===== src/design/lef_pkg.sv =====
// Package for the 3x3 Laplacian edge filter.
// Widths, register indexes, reset values and the stage payload types.
// No dependencies.
package lef_pkg;

  localparam int MAX_WIDTH  = 1024;
  localparam int MAX_HEIGHT = 4096;
  localparam int PIX_W      = 8;
  localparam int COL_W      = $clog2(MAX_WIDTH);
  localparam int ROW_W      = 12;
  localparam int LINE_W     = 2 * PIX_W;
  localparam int MAG_W      = PIX_W + 3;
  localparam int GAIN_W     = 16;
  localparam int GAIN_FRAC  = 8;
  localparam int IMG_W_W    = 11;
  localparam int IMG_H_W    = 13;
  localparam int CFG_IDX_W  = 2;
  localparam int CFG_DATA_W = 16;

  localparam int GAIN_RESET   = 256;
  localparam int WIDTH_RESET  = 256;
  localparam int HEIGHT_RESET = 256;

  localparam logic [CFG_IDX_W-1:0] REG_GAIN         = 2'd0;
  localparam logic [CFG_IDX_W-1:0] REG_IMAGE_WIDTH  = 2'd1;
  localparam logic [CFG_IDX_W-1:0] REG_IMAGE_HEIGHT = 2'd2;

  typedef struct packed {
    logic [GAIN_W-1:0] gain;
    logic [COL_W-1:0]  w_last;
    logic [ROW_W-1:0]  h_last;
  } cfg_t;

  typedef struct packed {
    logic [PIX_W-1:0] px;
    logic [COL_W-1:0] col;
    logic             res;
    logic             last;
    logic [ROW_W-1:0] orow;
    logic [COL_W-1:0] ocol;
  } s1_t;

  typedef struct packed {
    logic [MAG_W-1:0] mag;
    logic [ROW_W-1:0] orow;
    logic [COL_W-1:0] ocol;
    logic             last;
  } s2_t;

endpackage


===== src/design/lef_ifs.sv =====


interface lef_res_if;
  import lef_pkg::*;
  logic             valid;
  logic             ready;
  logic [PIX_W-1:0] edge_value;
  logic [ROW_W-1:0] out_row;
  logic [COL_W-1:0] out_col;
  logic             frame_last;
  modport source(output valid, edge_value, out_row, out_col, frame_last, input ready);
  modport sink(input valid, edge_value, out_row, out_col, frame_last, output ready);
endinterface



===== src/design/lef_scale.sv =====
// Gain stage: magnitude times Q8.8 gain, drop fraction, saturate to 8 bits.
// Holds the result output register. Depends on lef_pkg and lef_res_if.
module lef_scale (
  input  logic                      clk,
  input  logic                      rst_n,
  input  logic                      s2_valid,
  input  lef_pkg::s2_t              s2,
  output logic                      s2_ready,
  input  logic [lef_pkg::GAIN_W-1:0] gain,
  lef_res_if.source                 out_ch
);
  import lef_pkg::*;

  localparam int PROD_W = MAG_W + GAIN_W;

  logic [PROD_W-1:0] prod;
  logic [PIX_W-1:0]  sat;
  logic              out_valid_r;
  logic [PIX_W-1:0]  edge_r;
  logic [ROW_W-1:0]  row_r;
  logic [COL_W-1:0]  col_r;
  logic              last_r;

  assign prod = PROD_W'(s2.mag) * PROD_W'(gain);
  assign sat  = (|prod[PROD_W-1:GAIN_FRAC+PIX_W]) ? {PIX_W{1'b1}}
                                                  : prod[GAIN_FRAC+PIX_W-1:GAIN_FRAC];

  assign s2_ready = !out_valid_r || out_ch.ready;

  always_ff @(posedge clk) begin
    if (!rst_n) begin
      out_valid_r <= 1'b0;
    end else if (s2_valid && s2_ready) begin
      out_valid_r <= 1'b1;
    end else if (out_ch.ready) begin
      out_valid_r <= 1'b0;
    end
  end

  always_ff @(posedge clk) begin
    if (s2_valid && s2_ready) begin
      edge_r <= sat;
      row_r  <= s2.orow;
      col_r  <= s2.ocol;
      last_r <= s2.last;
    end
  end

  assign out_ch.valid      = out_valid_r;
  assign out_ch.edge_value = edge_r;
  assign out_ch.out_row    = row_r;
  assign out_ch.out_col    = col_r;
  assign out_ch.frame_last = last_r;

endmodule


===== src/flat_wrapper.sv =====
// flat-port wrapper written by rule: the top's interface ports become plain ports
module lef_scale_flat import lef_pkg::*;
  (clk, rst_n, s2_valid, s2, s2_ready, gain, out_ch_valid, out_ch_edge_value, out_ch_out_row, out_ch_out_col, out_ch_frame_last, out_ch_ready);
  lef_res_if out_ch_i ();
  input  logic clk;
  input  logic rst_n;
  input  logic s2_valid;
  input  lef_pkg::s2_t s2;
  output logic s2_ready;
  input  logic [lef_pkg::GAIN_W-1:0] gain;
  output wire logic [$bits(out_ch_i.valid)-1:0] out_ch_valid;
  output wire logic [$bits(out_ch_i.edge_value)-1:0] out_ch_edge_value;
  output wire logic [$bits(out_ch_i.out_row)-1:0] out_ch_out_row;
  output wire logic [$bits(out_ch_i.out_col)-1:0] out_ch_out_col;
  output wire logic [$bits(out_ch_i.frame_last)-1:0] out_ch_frame_last;
  input wire logic [$bits(out_ch_i.ready)-1:0] out_ch_ready;
  assign out_ch_valid = out_ch_i.valid;
  assign out_ch_edge_value = out_ch_i.edge_value;
  assign out_ch_out_row = out_ch_i.out_row;
  assign out_ch_out_col = out_ch_i.out_col;
  assign out_ch_frame_last = out_ch_i.frame_last;
  assign out_ch_i.ready = out_ch_ready;
  lef_scale u_core (.clk(clk), .rst_n(rst_n), .s2_valid(s2_valid), .s2(s2), .s2_ready(s2_ready), .gain(gain), .out_ch(out_ch_i));
endmodule

===== config.mk =====
export PLATFORM = sky130hd
export DESIGN_NAME = lef_scale_flat
export DESIGN_NICKNAME = d
export VERILOG_FILES = /design/src/design/lef_pkg.sv /design/src/design/lef_ifs.sv /design/src/design/lef_scale.sv /design/src/flat_wrapper.sv
export SDC_FILE = /design/constraint.sdc
export NUM_CORES = 1
export LEC_CHECK = 0
export BUFFER_PORTS_ARGS = -buffer_cell sky130_fd_sc_hd__buf_4
export CORE_MARGIN = 3
export CORE_UTILIZATION = 50
export CTS_CLUSTER_SIZE = 16
export DETAILED_ROUTE_END_ITERATION = 6
export PLACE_DENSITY = 0.7
export SLEW_MARGIN = 25
export SYNTH_ARGS = -nofsm -noshare
export SYNTH_HDL_FRONTEND = slang
export SYNTH_SLANG_ARGS = --single-unit

===== constraint.sdc =====
create_clock -name clk -period 16.94 [get_ports clk]
set_clock_uncertainty 0.05 [all_clocks]
set_input_delay 0.847 -clock clk [delete_from_list [all_inputs] [get_ports clk]]
set_output_delay 0.847 -clock clk [all_outputs]
set_load 0.005 [all_outputs]

Word-level counts from Yosys, hierarchy flattened
Index checks and enable logic that the tools add are counted.
{"block": "word_totals", "wordCells": 13, "rom_bits": 0, "register_bits": 32, "n_memories": 0, "latchBits": 0, "out_inout_bits": 33, "mem_bits_rw": 0, "in_bits": 54}
{"block": "classes", "n_shift": 0, "eq_ne": 0, "multipliers": 1, "n_reduce_logical": 5, "n_addsub": 0, "order_cmp": 0, "n_mux": 2, "bitwise_logic": 0, "div_mod_pow": 0}
{"cell": "11-bit by 16-bit multiplier with 27-bit output", "count": 1}
{"cell": "11-bit OR reduction", "count": 1}
{"cell": "1-bit 2-to-1 mux", "count": 2}
{"cell": "2-bit nonzero test", "count": 1}
{"cell": "1-bit logical AND", "count": 1}
{"cell": "1-bit logical NOT", "count": 1}
{"cell": "1-bit logical OR", "count": 1}

Logic depth before layout (Yosys ltp)
Gate-level depths: netlist (run 1).
{"block": "depth", "ltp_word": 4, "ltp_mapped": 21, "depth_no_buf": 20}

Worst setup path after synthesis (run 1)
No wires, ideal clock.
{"block": "synth_timing", "path_kind": "input to register", "from": "in s2[25] (netlist name)", "to": "reg u_core.edge_r[0] (netlist: u_core.out_ch.edge_value[0]) (data pin)", "path_stages": 19, "required_time_ps": 16623, "arrival_time_ps": 6074, "slack_ps": 10549, "cell_sequence": "clkbuf_1 -> nand2_1 -> fa_1 -> inv_1 -> fa_1 -> inv_1 -> fa_1 -> fa_1 -> fa_1 -> inv_1 -> ha_1 -> o21ai_1 -> or4b_4 -> a211o_1 -> a211o_1 -> and3_1 -> a211o_1 -> nor4_4 -> nand2_1"}
{"block": "synth_via", "elab_chain_len": 2}
{"element": "start: declaration", "line_no": "flat_wrapper.sv:8", "rtl": "input lef_pkg::s2_t s2;"}
{"element": "11-bit by 16-bit multiplier with 27-bit output *", "line_no": "lef_scale.sv:24", "rtl": "assign prod = PROD_W'(s2.mag) * PROD_W'(gain);"}
{"element": "11-bit OR reduction", "line_no": "lef_scale.sv:25", "rtl": "assign sat = (|prod[PROD_W-1:GAIN_FRAC+PIX_W]) ? {PIX_W{1'b1}}"}
{"element": "end signal: assignment", "line_no": "lef_scale.sv:42", "rtl": "edge_r <= sat;"}
{"element": "end: declaration", "line_no": "lef_scale.sv:19", "rtl": "logic [PIX_W-1:0] edge_r;"}
Mark *: on every way between the ends. The rest lies on a longest branch, timed or not.
A chain may end at the register's enable or synchronous reset.

Worst setup path in the final report (run 1)
{"block": "layout_timing", "from": "in s2[28] (netlist name)", "to": "reg u_core.edge_r[4] (netlist: u_core.out_ch.edge_value[4]) (data pin)"}
Same word-level chain as after synthesis.

==> impl_metrics.prom, run 1 <==
# TYPE chip_impl_metric gauge
chip_impl_info{name="status",value="complete, no violations"} 1
chip_impl_info{name="cts_root_buf",value="sky130_fd_sc_hd__clkbuf_16"} 1
chip_impl_metric{name="pin_count",unit=""} 87
chip_impl_metric{name="holdWs",unit="ns"} 0.5008
chip_impl_metric{name="worst_path_largest_cell_delay",unit="ns"} 0.57
chip_impl_metric{name="route.detailed.drc",unit=""} 0
chip_impl_metric{name="die-width",unit="um"} 123.3
chip_impl_info{name="crit_slowest_cell",value="sky130_fd_sc_hd__a21oi_1"} 1
chip_impl_metric{name="slew-limit-headroom",unit="%"} 54.20
chip_impl_metric{name="worst-endpoint-required",unit="ns"} 16.90
chip_impl_metric{name="grt_first_pass_wirelength",unit="mm"} 26.64
chip_impl_metric{name="dp.cells",unit=""} 977
chip_impl_info{name="rsz_0062_raised_after_global_routing",value="false"} 1
chip_impl_metric{name="switching_share",unit="%"} 53.69
chip_impl_metric{name="syn_to_final_growth",unit="%"} 13.33
chip_impl_info{name="crit_path_end_kind",value="flop"} 1
chip_impl_info{name="hold_class",value="flop to flop"} 1
chip_impl_metric{name="n_antenna_cell",unit=""} 0
chip_impl_metric{name="core_area",unit="um2"} 13350
chip_impl_metric{name="clk_path_buf_depth",unit=""} 2
chip_impl_metric{name="die_area",unit="um2"} 15210
chip_impl_metric{name="p_leak",unit="nW"} 3.742
chip_impl_metric{name="gp_congestion",unit=""} 0.9429
chip_impl_metric{name="placement_rows",unit=""} 42
chip_impl_metric{name="first_global_vias",unit=""} 5516
chip_impl_metric{name="antenna_violations_before_repair",unit=""} 0
chip_impl_metric{name="die_height",unit="um"} 123.3
chip_impl_metric{name="first_iter_violations",unit=""} 332
chip_impl_metric{name="synthesis.area",unit="um2"} 6882
chip_impl_metric{name="syn-instance-count",unit=""} 747
chip_impl_metric{name="ys_warn_count",unit=""} 0
chip_impl_metric{name="top_fanout_value_on_the_critical_path",unit=""} 16
chip_impl_metric{name="layout_cells_sized_above_1",unit="%"} 12.73
chip_impl_metric{name="place_hpwl",unit="mm"} 13.41
chip_impl_info{name="path_common_cell",value="sky130_fd_sc_hd__fa_1"} 1
chip_impl_metric{name="finalNetCount",unit=""} 1048
chip_impl_metric{name="clock_tree.htree_level_count",unit=""} 2
chip_impl_metric{name="timing.final.crit_period",unit="ns"} 6.381
chip_impl_metric{name="report.final.hold_viol_count",unit=""} 0
chip_impl_metric{name="globalRoute.totalOverflow",unit=""} 0
chip_impl_info{name="postSynth.topFlopCell",value="sky130_fd_sc_hd__edfxtp_1"} 1
chip_impl_metric{name="post-cts-setup-buffers",unit=""} 0
chip_impl_metric{name="dr_total_vias",unit=""} 5258
chip_impl_metric{name="power.combinational.fraction",unit="%"} 86.1
chip_impl_metric{name="initial_core_util",unit="%"} 51.56
chip_impl_metric{name="detailedRoute.firstPassIterationCount",unit=""} 6
chip_impl_metric{name="routed_wl",unit="mm"} 15.97
chip_impl_info{name="ys_top_cells_by_count",value="sky130_fd_sc_hd__inv_1, sky130_fd_sc_hd__fa_1, sky130_fd_sc_hd__and2_1"} 1
chip_impl_metric{name="internal-power",unit="mW"} 0.6479
chip_impl_metric{name="pwr_density_cell",unit="nW/um2"} 179.4
chip_impl_metric{name="timing.critical_path.arrival",unit="ns"} 6.34
chip_impl_metric{name="fin_crit_sh",unit="%"} 37.67
chip_impl_metric{name="synth_seq_area_share",unit="%"} 13.82
chip_impl_metric{name="yosys.cell_types.count",unit=""} 45
chip_impl_metric{name="synthesized_flop_and_latch_total",unit=""} 32
chip_impl_metric{name="tightest_slew",unit="ns"} 0.6869
chip_impl_info{name="post_synth_main_area_contributors",value="sky130_fd_sc_hd__fa_1, sky130_fd_sc_hd__edfxtp_1, sky130_fd_sc_hd__ha_1, sky130_fd_sc_hd__and2_1, sky130_fd_sc_hd__inv_1"} 1
chip_impl_info{name="synthDominantAreaCellType",value="sky130_fd_sc_hd__fa_1"} 1
chip_impl_metric{name="cts_num_sinks",unit=""} 32
chip_impl_info{name="timing.critical_path.from_type",value="input port"} 1
chip_impl_metric{name="synth.avg_cell_area",unit="um2"} 9.212
chip_impl_metric{name="part_of_the_power_in_the_clock_network",unit="%"} 7.2
chip_impl_metric{name="synth_largest_type_area_fraction",unit="%"} 36.07
chip_impl_metric{name="postCtsHoldBufs",unit=""} 0
chip_impl_metric{name="mappedNetlistNets",unit=""} 987
chip_impl_metric{name="post_drt_via_cell_ratio",unit=""} 5.338
chip_impl_metric{name="grt_max_degree",unit=""} 32
chip_impl_metric{name="route.antenna.remaining_nets",unit=""} 0
chip_impl_metric{name="overall_fraction_of_global_route_tracks_in_use",unit="%"} 22.09
chip_impl_metric{name="timing.max_cap.violations",unit=""} 0
chip_impl_metric{name="tritoncts.num_buffers",unit=""} 5
chip_impl_metric{name="vdd_ir_drop_max",unit="mV"} 0.1317
chip_impl_info{name="cts_tree",value="yes"} 1
chip_impl_metric{name="post_synth_edffs",unit=""} 31
chip_impl_metric{name="setup_viol",unit=""} 0
chip_impl_info{name="critical_path_class",value="input port to flop"} 1
chip_impl_metric{name="maxSlewViolCount",unit=""} 0
chip_impl_metric{name="clk-insertion-delay-late",unit="ns"} 0.27
chip_impl_metric{name="synth_async_sr_flop_share",unit="%"} 0
chip_impl_metric{name="fin_cells",unit=""} 985
chip_impl_metric{name="cts_resized",unit=""} 0
chip_impl_metric{name="design_power_total",unit="mW"} 1.399
chip_impl_metric{name="power.switching",unit="mW"} 0.7513
chip_impl_metric{name="clkTransAtPathRegs",unit="ns"} 0.05
chip_impl_metric{name="quantity_of_i_o_buffers_inserted_on_ports",unit=""} 86
chip_impl_metric{name="detail_route.wl_per_cell",unit="um"} 16.22
chip_impl_metric{name="nFillCells",unit=""} 1206
chip_impl_metric{name="seq_power_share",unit="%"} 6.7
chip_impl_info{name="yosysMostFrequentCell",value="sky130_fd_sc_hd__inv_1"} 1
chip_impl_metric{name="maxClockFrequency",unit="MHz"} 156.7
chip_impl_metric{name="fin_setup_tns",unit="ns"} 0
chip_impl_info{name="cp_cell_sequence",value="buf_4, and2_1, fa_1, inv_1, fa_1, inv_1, fa_1, fa_1, inv_1, fa_1, inv_1, ha_1, a21oi_1, o21ai_0, a21oi_1, a211oi_1, or3_1, a21o_1, nor4_4, nand2_1"} 1
## cell type report
type / instances / area [um2] / share of cell area [%]
sequential: 32 / 950.9 / 12.19
multi-input combinational: 528 / 5229 / 67.05
tap: 176 / 220.2 / 2.824
clock buffer: 5 / 125.1 / 1.604
inverter: 154 / 578.1 / 7.412
timing repair buffer: 87 / 653.1 / 8.375
clock inverter: 3 / 42.54 / 0.5455
## registers in the layout, indices dropped and copies added (netlist names)
signal / cells
u_core.out_ch.edge_value: 8
u_core.out_ch.frame_last: 1
u_core.out_ch.out_col: 10
u_core.out_ch.out_row: 12
u_core.out_ch.valid: 1
## worst max-delay path: cells and delay by family
| family | cells | cell delay [ns] |
|---|---|---|
| buffers and inverters | 5 | 0.36 |
| adders and majority gates | 6 | 2.83 |
| and+or+nand+nor | 4 | 1.03 |
| AOI/OAI and AO/OA | 5 | 1.27 |
## cell usage in the layout (no fill, tap or decap), types with 7 or more instances in the layout
master and n:
sky130_fd_sc_hd__inv_1 154, sky130_fd_sc_hd__xnor2_1 9, sky130_fd_sc_hd__o21ai_0 15, sky130_fd_sc_hd__fa_1 124
sky130_fd_sc_hd__edfxtp_1 31, sky130_fd_sc_hd__nand2_1 95, sky130_fd_sc_hd__nand3_1 7, sky130_fd_sc_hd__nand4_1 7
sky130_fd_sc_hd__buf_4 87, sky130_fd_sc_hd__a211o_1 7, sky130_fd_sc_hd__nor2_1 11, sky130_fd_sc_hd__and2_1 106
sky130_fd_sc_hd__a21oi_1 25, sky130_fd_sc_hd__ha_1 62, sky130_fd_sc_hd__xor2_1 7
## cell families after synthesis
family,Yosys count,synth area share (%)
buffers and inverters,187,10.20
flip-flops,32,13.82
AND/OR/NAND/NOR,249,19.11
AO/OA/AOI/OAI,76,7.345
adder cells (fa/ha/maj),186,47.35
XOR/XNOR,16,2.036
multiplexers,1,0.1455
## per-layer routing
layer / track usage [%] / wire (um) / vias to the layer above
li1: - / - / 2433
met1: 29.28 / 6569 / 2659
met2: 39.62 / 8425 / 140
met3: 2.013 / 637 / 26
met4: 4.567 / 339 / 0
met5: 0 / 0 / -
## power groups by stage
stage	logic [mW]	clock network [mW]	registers, mW
floorplan	0.919	0	0.0955
global placement	1.19	0	0.0948
detailed placement	1.20	0	0.0950
CTS	1.21	0.102	0.0935
global route	1.35	0.106	0.0937
finish	1.20	0.101	0.0934
## final timing paths
path                                          from                                        end  slack [ns]  depth (start not counted)
hold / removal    u_core.out_ch.valid$_SDFFE_PN0P_           u_core.out_ch.valid$_SDFFE_PN0P_        0.50                          2
hold reg to reg   u_core.out_ch.valid$_SDFFE_PN0P_           u_core.out_ch.valid$_SDFFE_PN0P_        0.50                          2
setup / recovery                            s2[28]  u_core.out_ch.edge_value[4]$_SDFFCE_PP1P_       10.56                         20
setup reg to reg  u_core.out_ch.valid$_SDFFE_PN0P_         u_core.out_ch.out_col[8]$_DFFE_PP_       15.64                          3
## metrics by stage
stage               setup slack, ns  utilization, %  area [um2]
floorplan                     10.55               -        6882
global placement              10.34           57.17        7631
CTS                           10.54           58.43        7799
global route                  10.30           58.43        7799
finish                        10.56           58.43        7799
detailed placement            10.25           57.17        7631
No activity file was read; power rests on OpenSTA's default activity.
==> run 2, diff against run 1 <==
clock period = 6.25 ns   (was 16.94 ns; I/O delays follow)
==> impl_metrics.prom, run 2 (synthesis results as in run 1) <==
# TYPE chip_impl_metric gauge
chip_impl_metric{name="syn_to_final_growth",unit="%"} 13.58
chip_impl_metric{name="pin_count",unit=""} 87
chip_impl_info{name="critical_path_class",value="input port to flop"} 1
chip_impl_metric{name="wl_met2",unit="mm"} 8.434
chip_impl_metric{name="antenna_violations_before_repair",unit=""} 0
chip_impl_metric{name="tritoncts.num_buffers",unit=""} 5
chip_impl_metric{name="regToRegSetupSlack",unit="ns"} 4.97
chip_impl_metric{name="multiInputGateArea",unit="um2"} 5229
chip_impl_metric{name="die-width",unit="um"} 123.3
chip_impl_info{name="rsz_0062_raised_after_global_routing",value="false"} 1
chip_impl_info{name="hold_class",value="input port to flop"} 1
chip_impl_metric{name="p_leak",unit="nW"} 3.754
chip_impl_metric{name="clk-insertion-delay-late",unit="ns"} 0.27
chip_impl_metric{name="postCtsHoldBufs",unit=""} 0
chip_impl_info{name="timing.critical_path.from_type",value="input port"} 1
chip_impl_metric{name="gp_congestion",unit=""} 0.9215
chip_impl_metric{name="r2r.worst_path.cells",unit=""} 3
chip_impl_metric{name="met3_length",unit="um"} 669
chip_impl_metric{name="top_fanout_value_on_the_critical_path",unit=""} 11
chip_impl_metric{name="placement_rows",unit=""} 42
chip_impl_info{name="layout.cells.most_common",value="sky130_fd_sc_hd__inv_1"} 1
chip_impl_metric{name="grt_first_pass_wirelength",unit="mm"} 26.50
chip_impl_metric{name="clkTransAtPathRegs",unit="ns"} 0.05
chip_impl_metric{name="final_setup_margin",unit="ns"} 0.3973
chip_impl_metric{name="detailed_place.area",unit="um2"} 7676
chip_impl_info{name="cts_tree",value="yes"} 1
chip_impl_info{name="worstReg2RegStart",value="u_core.out_ch.valid$_SDFFE_PN0P_"} 1
chip_impl_metric{name="design_power_total",unit="mW"} 3.865
chip_impl_info{name="worst_r2r_endpoint",value="u_core.out_ch.edge_value[1]$_SDFFCE_PP1P_"} 1
chip_impl_metric{name="place_ws",unit="ns"} 0.1089
chip_impl_metric{name="die_area",unit="um2"} 15210
chip_impl_metric{name="timing.max_cap.violations",unit=""} 0
chip_impl_metric{name="dr_total_vias",unit=""} 5349
chip_impl_metric{name="initial_core_util",unit="%"} 51.56
chip_impl_metric{name="grt_max_degree",unit=""} 32
chip_impl_metric{name="fin_cells",unit=""} 991
chip_impl_metric{name="timing.final.crit_period",unit="ns"} 5.853
chip_impl_metric{name="die_height",unit="um"} 123.3
chip_impl_metric{name="route.detailed.drc",unit=""} 0
chip_impl_metric{name="route.antenna.remaining_nets",unit=""} 0
chip_impl_metric{name="first_iter_violations",unit=""} 339
chip_impl_metric{name="maxClockFrequency",unit="MHz"} 170.9
chip_impl_metric{name="largest_register_ffs",unit=""} 12
chip_impl_metric{name="first_global_vias",unit=""} 5459
chip_impl_metric{name="report.final.hold_viol_count",unit=""} 0
chip_impl_metric{name="clk_path_buf_depth",unit=""} 2
chip_impl_metric{name="setup_viol",unit=""} 0
chip_impl_info{name="status",value="complete, no violations"} 1
chip_impl_metric{name="detail_route.wl_per_cell",unit="um"} 16.19
chip_impl_metric{name="n_antenna_cell",unit=""} 0
chip_impl_metric{name="overall_fraction_of_global_route_tracks_in_use",unit="%"} 22.02
chip_impl_info{name="crit_path_end_kind",value="flop"} 1
chip_impl_metric{name="nFillCells",unit=""} 1182
chip_impl_metric{name="timing.critical_path.arrival",unit="ns"} 5.80
chip_impl_metric{name="maxSlewViolCount",unit=""} 0
chip_impl_metric{name="dp.cells",unit=""} 983
chip_impl_metric{name="core_area",unit="um2"} 13350
chip_impl_metric{name="layout_cells_sized_above_1",unit="%"} 13.13
chip_impl_info{name="timing.hold.worst_endpoint",value="u_core.out_ch.out_row[10]$_DFFE_PP_"} 1
chip_impl_metric{name="routed_wl",unit="mm"} 16.05
chip_impl_metric{name="fin_setup_tns",unit="ns"} 0
chip_impl_metric{name="worst-endpoint-required",unit="ns"} 6.19
chip_impl_metric{name="post-cts-setup-buffers",unit=""} 0
chip_impl_metric{name="cts_resized",unit=""} 0
chip_impl_metric{name="finalNetCount",unit=""} 1054
chip_impl_metric{name="wl_met1",unit="mm"} 6.629
chip_impl_metric{name="clock_tree.htree_level_count",unit=""} 2
chip_impl_info{name="hp-start",value="s2[21]"} 1
chip_impl_metric{name="slew-limit-headroom",unit="%"} 56.38
chip_impl_metric{name="post_drt_via_cell_ratio",unit=""} 5.398
chip_impl_metric{name="cts_num_sinks",unit=""} 32
chip_impl_info{name="top_layer_used",value="met4"} 1
chip_impl_info{name="layout.cells.most_common_list",value="sky130_fd_sc_hd__inv_1, sky130_fd_sc_hd__fa_1, sky130_fd_sc_hd__and2_1"} 1
chip_impl_metric{name="vdd_ir_drop_max",unit="mV"} 0.4012
chip_impl_metric{name="tightest_slew",unit="ns"} 0.6542
chip_impl_metric{name="final_design_instance_area_without_fill",unit="um2"} 7816
chip_impl_info{name="cts_root_buf",value="sky130_fd_sc_hd__clkbuf_16"} 1
chip_impl_metric{name="globalRoute.totalOverflow",unit=""} 0
chip_impl_metric{name="whs_path_depth",unit=""} 1
chip_impl_metric{name="fin_crit_sh",unit="%"} 93.64
chip_impl_metric{name="detailedRoute.firstPassIterationCount",unit=""} 6
chip_impl_metric{name="place_hpwl",unit="mm"} 13.34
chip_impl_metric{name="pwr_density_cell",unit="nW/um2"} 494.5
chip_impl_metric{name="quantity_of_i_o_buffers_inserted_on_ports",unit=""} 86
chip_impl_metric{name="sequential_cell_area",unit="um2"} 950.9
## run 2: cell types whose count changed in the layout (fill, tap and decap cells not counted), sizes merged
cell    previous run  this run
buf               87        93
clkbuf             5         6
bufinv             1         0
## run 2: per-layer routing
layer,up-vias,global-route usage (%)
met1,2724,29.65
met5,-,0
li1,2444,-
met2,161,39.31
met3,20,1.555
met4,0,4.567
## run 2: worst max-delay path by stage
stage / from / to / slack [ns] / depth (start not counted)
global placement: s2[28] / u_core.out_ch.edge_value[0]$_SDFFCE_PP1P_ / 0.21 / 20
finish: gain[5] / u_core.out_ch.edge_value[7]$_SDFFCE_PP1P_ / 0.40 / 20
CTS: s2[28] / u_core.out_ch.edge_value[0]$_SDFFCE_PP1P_ / 0.37 / 20
global route: s2[28] / u_core.out_ch.edge_value[0]$_SDFFCE_PP1P_ / 0.13 / 20
detailed placement: gain[5] / u_core.out_ch.edge_value[0]$_SDFFCE_PP1P_ / 0.11 / 20
floorplan: s2[25] / u_core.out_ch.edge_value[0]$_SDFFCE_PP1P_ / 0.39 / 19
## run 2: final cells by class
cell class              instances  area share, %
clock buffers                   6          1.649
inverters                     154          7.396
well taps                     176          2.817
clock inverters                 2         0.1441
repair buffers                 93          8.932
flip-flops and latches         32          12.17
multi-input cells             528          66.90
## run 2: through the flow
| step | hold slack, ns | utilization, % |
|---|---|---|
| after global placement | 0.4409 | 57.51 |
| after global routing | 0.1585 | 58.56 |
| final | 0.1678 | 58.56 |
| after CTS | 0.1650 | 58.56 |
| after floorplan | 0.3614 | - |
| after detailed placement | 0.4421 | 57.51 |
## run 2: where the power goes
group | switching [mW] | internal (mW) | total, mW
sequential | 0.00309 | 0.250 | 0.253
combinational | 2.01 | 1.38 | 3.39
clock | 0.0781 | 0.146 | 0.224
total | 2.09 | 1.78 | 3.87
## run 2: critical path, cell delays in order
cell                      delay, ns
sky130_fd_sc_hd__buf_4         0.16
sky130_fd_sc_hd__and2_1        0.18
sky130_fd_sc_hd__fa_1          0.53
sky130_fd_sc_hd__inv_1         0.05
sky130_fd_sc_hd__fa_1          0.52
sky130_fd_sc_hd__inv_1         0.05
sky130_fd_sc_hd__fa_1          0.45
sky130_fd_sc_hd__fa_1          0.49
sky130_fd_sc_hd__inv_1         0.05
sky130_fd_sc_hd__fa_1          0.47
sky130_fd_sc_hd__inv_1         0.04
sky130_fd_sc_hd__ha_1          0.37
sky130_fd_sc_hd__nor3_1        0.10
sky130_fd_sc_hd__or4b_4        0.53
sky130_fd_sc_hd__a211o_1       0.33
sky130_fd_sc_hd__a211o_1       0.26
sky130_fd_sc_hd__and3_1        0.17
sky130_fd_sc_hd__a211o_1       0.26
sky130_fd_sc_hd__nor4_4        0.35
sky130_fd_sc_hd__nand2_1       0.11
==> run 3, diff against run 2 <==
ABC_CLOCK_PERIOD_IN_PS = 6250   (was unset)
CORE_UTILIZATION = 61   (was 50)
PLACE_DENSITY = 0.83   (was 0.7)
REMOVE_ABC_BUFFERS = 1   (was unset)
==> impl_metrics.prom, run 3 (synthesis results as in run 1) <==
# TYPE chip_impl_metric gauge
chip_impl_metric{name="post_drt_via_cell_ratio",unit=""} 5.652
chip_impl_metric{name="route.antenna.remaining_nets",unit=""} 0
chip_impl_info{name="critical_path.startpoint",value="s2[28]"} 1
chip_impl_metric{name="die_area",unit="um2"} 12590
chip_impl_metric{name="clk_path_buf_depth",unit=""} 2
chip_impl_metric{name="grt_first_pass_wirelength",unit="mm"} 26.72
chip_impl_info{name="rsz_0062_raised_after_global_routing",value="false"} 1
chip_impl_metric{name="timing.max_cap.violations",unit=""} 0
chip_impl_metric{name="worst_path_largest_cell_delay",unit="ns"} 0.54
chip_impl_metric{name="cts_num_sinks",unit=""} 32
chip_impl_info{name="timing.critical_path.from_type",value="input port"} 1
chip_impl_metric{name="clock_tree.htree_level_count",unit=""} 2
chip_impl_metric{name="detail_route.wl_per_cell",unit="um"} 16.69
chip_impl_metric{name="switching_share",unit="%"} 54.02
chip_impl_info{name="hold_class",value="input port to flop"} 1
chip_impl_metric{name="maxSlewViolCount",unit=""} 0
chip_impl_info{name="crit_slowest_cell",value="sky130_fd_sc_hd__fa_1"} 1
chip_impl_metric{name="initial_core_util",unit="%"} 62.93
chip_impl_metric{name="globalRoute.totalOverflow",unit=""} 0
chip_impl_metric{name="cts_resized",unit=""} 0
chip_impl_metric{name="largest_register_ffs",unit=""} 12
chip_impl_info{name="worstReg2RegStart",value="u_core.out_ch.valid$_SDFFE_PN0P_"} 1
chip_impl_metric{name="placement_rows",unit=""} 38
chip_impl_metric{name="die_height",unit="um"} 112.2
chip_impl_metric{name="postCtsHoldBufs",unit=""} 0
chip_impl_metric{name="finalNetCount",unit=""} 1050
chip_impl_metric{name="maxClockFrequency",unit="MHz"} 170.3
chip_impl_metric{name="n_antenna_cell",unit=""} 0
chip_impl_metric{name="gp_congestion",unit=""} 0.9274
chip_impl_metric{name="syn_to_final_growth",unit="%"} 12.55
chip_impl_info{name="path_common_cell",value="sky130_fd_sc_hd__fa_1"} 1
chip_impl_metric{name="clkTransAtPathRegs",unit="ns"} 0.06
chip_impl_metric{name="setup_viol",unit=""} 0
chip_impl_metric{name="tritoncts.num_buffers",unit=""} 5
chip_impl_metric{name="tightest_slew",unit="ns"} 0.6581
chip_impl_metric{name="core_area",unit="um2"} 10940
chip_impl_metric{name="report.final.hold_viol_count",unit=""} 0
chip_impl_info{name="worst_setup_path_endpoint",value="u_core.out_ch.edge_value[7]$_SDFFCE_PP1P_"} 1
chip_impl_metric{name="post-cts-setup-buffers",unit=""} 0
chip_impl_metric{name="fin_crit_sh",unit="%"} 93.95
chip_impl_metric{name="die-width",unit="um"} 112.2
chip_impl_metric{name="design_power_total",unit="mW"} 3.795
chip_impl_metric{name="power.switching",unit="mW"} 2.050
chip_impl_metric{name="fin_setup_tns",unit="ns"} 0
chip_impl_metric{name="clk-insertion-delay-late",unit="ns"} 0.28
chip_impl_metric{name="route.detailed.drc",unit=""} 0
chip_impl_metric{name="antenna_violations_before_repair",unit=""} 0
chip_impl_metric{name="detailed_place.area",unit="um2"} 7601
chip_impl_metric{name="part_of_the_power_in_the_clock_network",unit="%"} 6.2
chip_impl_metric{name="internal-power",unit="mW"} 1.745
chip_impl_info{name="cts_tree",value="yes"} 1
chip_impl_metric{name="dr_total_vias",unit=""} 5375
chip_impl_metric{name="p_leak",unit="nW"} 3.745
chip_impl_metric{name="quantity_of_i_o_buffers_inserted_on_ports",unit=""} 86
chip_impl_metric{name="r2r.worst_path.cells",unit=""} 3
chip_impl_info{name="critical_path_class",value="input port to flop"} 1
chip_impl_metric{name="regToRegSetupSlack",unit="ns"} 4.60
chip_impl_info{name="cts_root_buf",value="sky130_fd_sc_hd__clkbuf_16"} 1
chip_impl_info{name="hp-start",value="s2[10]"} 1
chip_impl_metric{name="top_fanout_value_on_the_critical_path",unit=""} 16
chip_impl_metric{name="timing.final.crit_period",unit="ns"} 5.872
chip_impl_metric{name="timing.critical_path.arrival",unit="ns"} 5.82
chip_impl_metric{name="worst-endpoint-required",unit="ns"} 6.20
chip_impl_metric{name="detailedRoute.firstPassIterationCount",unit=""} 6
chip_impl_metric{name="post-route-util",unit="%"} 70.82
chip_impl_metric{name="slew-limit-headroom",unit="%"} 56.12
chip_impl_metric{name="first_global_vias",unit=""} 5685
chip_impl_metric{name="vdd_ir_drop_max",unit="mV"} 0.4686
chip_impl_metric{name="pin_count",unit=""} 87
chip_impl_metric{name="overall_fraction_of_global_route_tracks_in_use",unit="%"} 26.00
chip_impl_metric{name="routed_wl",unit="mm"} 15.87
chip_impl_metric{name="grt_max_degree",unit=""} 21
chip_impl_info{name="worst_r2r_endpoint",value="u_core.out_ch.out_col[5]$_DFFE_PP_"} 1
chip_impl_metric{name="layout_cells_sized_above_1",unit="%"} 12.95
chip_impl_metric{name="power.combinational.fraction",unit="%"} 87.1
chip_impl_metric{name="seq_power_share",unit="%"} 6.7
chip_impl_info{name="layout.cells.most_common_list",value="sky130_fd_sc_hd__inv_1, sky130_fd_sc_hd__fa_1, sky130_fd_sc_hd__and2_1"} 1
chip_impl_info{name="cp_cell_sequence",value="buf_4, and2_1, fa_1, inv_1, fa_1, inv_1, fa_1, fa_1, inv_1, fa_1, inv_1, ha_1, nor3_1, or4b_4, a211o_1, a211o_1, and3_1, a211o_1, nor4_4, nand2_1"} 1
chip_impl_info{name="status",value="complete, no violations"} 1
chip_impl_metric{name="dp.cells",unit=""} 943
chip_impl_info{name="layout.cells.most_common",value="sky130_fd_sc_hd__inv_1"} 1
chip_impl_metric{name="place_hpwl",unit="mm"} 12.92
chip_impl_metric{name="pwr_density_cell",unit="nW/um2"} 489.9
chip_impl_metric{name="fin_cells",unit=""} 951
chip_impl_metric{name="first_iter_violations",unit=""} 358
chip_impl_info{name="crit_path_end_kind",value="flop"} 1
chip_impl_metric{name="final_design_instance_area_without_fill",unit="um2"} 7745
==> run 3: final cells by class <==
class / count / area [um2]
Multi-Input combinational cell: 528 / 5229
Fill cell: 838 / 3191
Sequential cell: 32 / 950.9
Timing Repair Buffer: 89 / 668.1
Inverter: 154 / 578.1
Tap cell: 140 / 175.2
Clock buffer: 5 / 125.1
Clock inverter: 3 / 18.77
==> run 3: worst min-delay path by stage <==
stage / depth (start not counted) / to / slack, ns
after global routing: 1 / u_core.out_ch.out_col[9]$_DFFE_PP_ / 0.16
after CTS: 1 / u_core.out_ch.out_col[9]$_DFFE_PP_ / 0.16
after floorplan: 0 / u_core.out_ch.frame_last$_DFFE_PP_ / 0.36
final: 1 / u_core.out_ch.out_col[9]$_DFFE_PP_ / 0.16
after detailed placement: 1 / u_core.out_ch.out_row[6]$_DFFE_PP_ / 0.44
after global placement: 1 / u_core.out_ch.out_row[5]$_DFFE_PP_ / 0.44
==> run 3: stage by stage <==
stage | hold slack, ns | setup slack (ns)
5_1_grt | 0.1555 | 0.1320
4_1_cts | 0.1575 | 0.3833
2_1_floorplan | 0.3614 | 0.6011
3_5_place_dp | 0.4423 | 0.1142
3_3_place_gp | 0.4415 | 0.2149
6_report | 0.1604 | 0.3778
==> run 3: worst max-delay path: cells and delay by family <==
kind | cells | cell delay, ns
AND/OR/NAND/NOR | 6 | 1.44
buffers and inverters | 5 | 0.37
AO/OA/AOI/OAI | 3 | 0.83
adder cells (fa/ha/maj) | 6 | 2.86
==> run 3: power groups by stage <==
stage | logic (mW) | clock network, mW | registers (mW)
2_1_floorplan | 2.47 | 0 | 0.259
3_3_place_gp | 3.21 | 0 | 0.257
3_5_place_dp | 3.25 | 0 | 0.257
4_1_cts | 3.28 | 0.235 | 0.253
5_1_grt | 3.68 | 0.246 | 0.254
6_report | 3.31 | 0.235 | 0.253
==> run 3: metal layers <==
| metal | share of wire, % | vias up | global-route usage [%] |
|---|---|---|---|
| li1 | - | 2433 | - |
| met1 | 37 | 2677 | 33.33 |
| met2 | 54 | 233 | 48.11 |
| met3 | 6.6 | 32 | 1.941 |
| met4 | 1.7 | 0 | 6.170 |
| met5 | 0 | - | 0 |
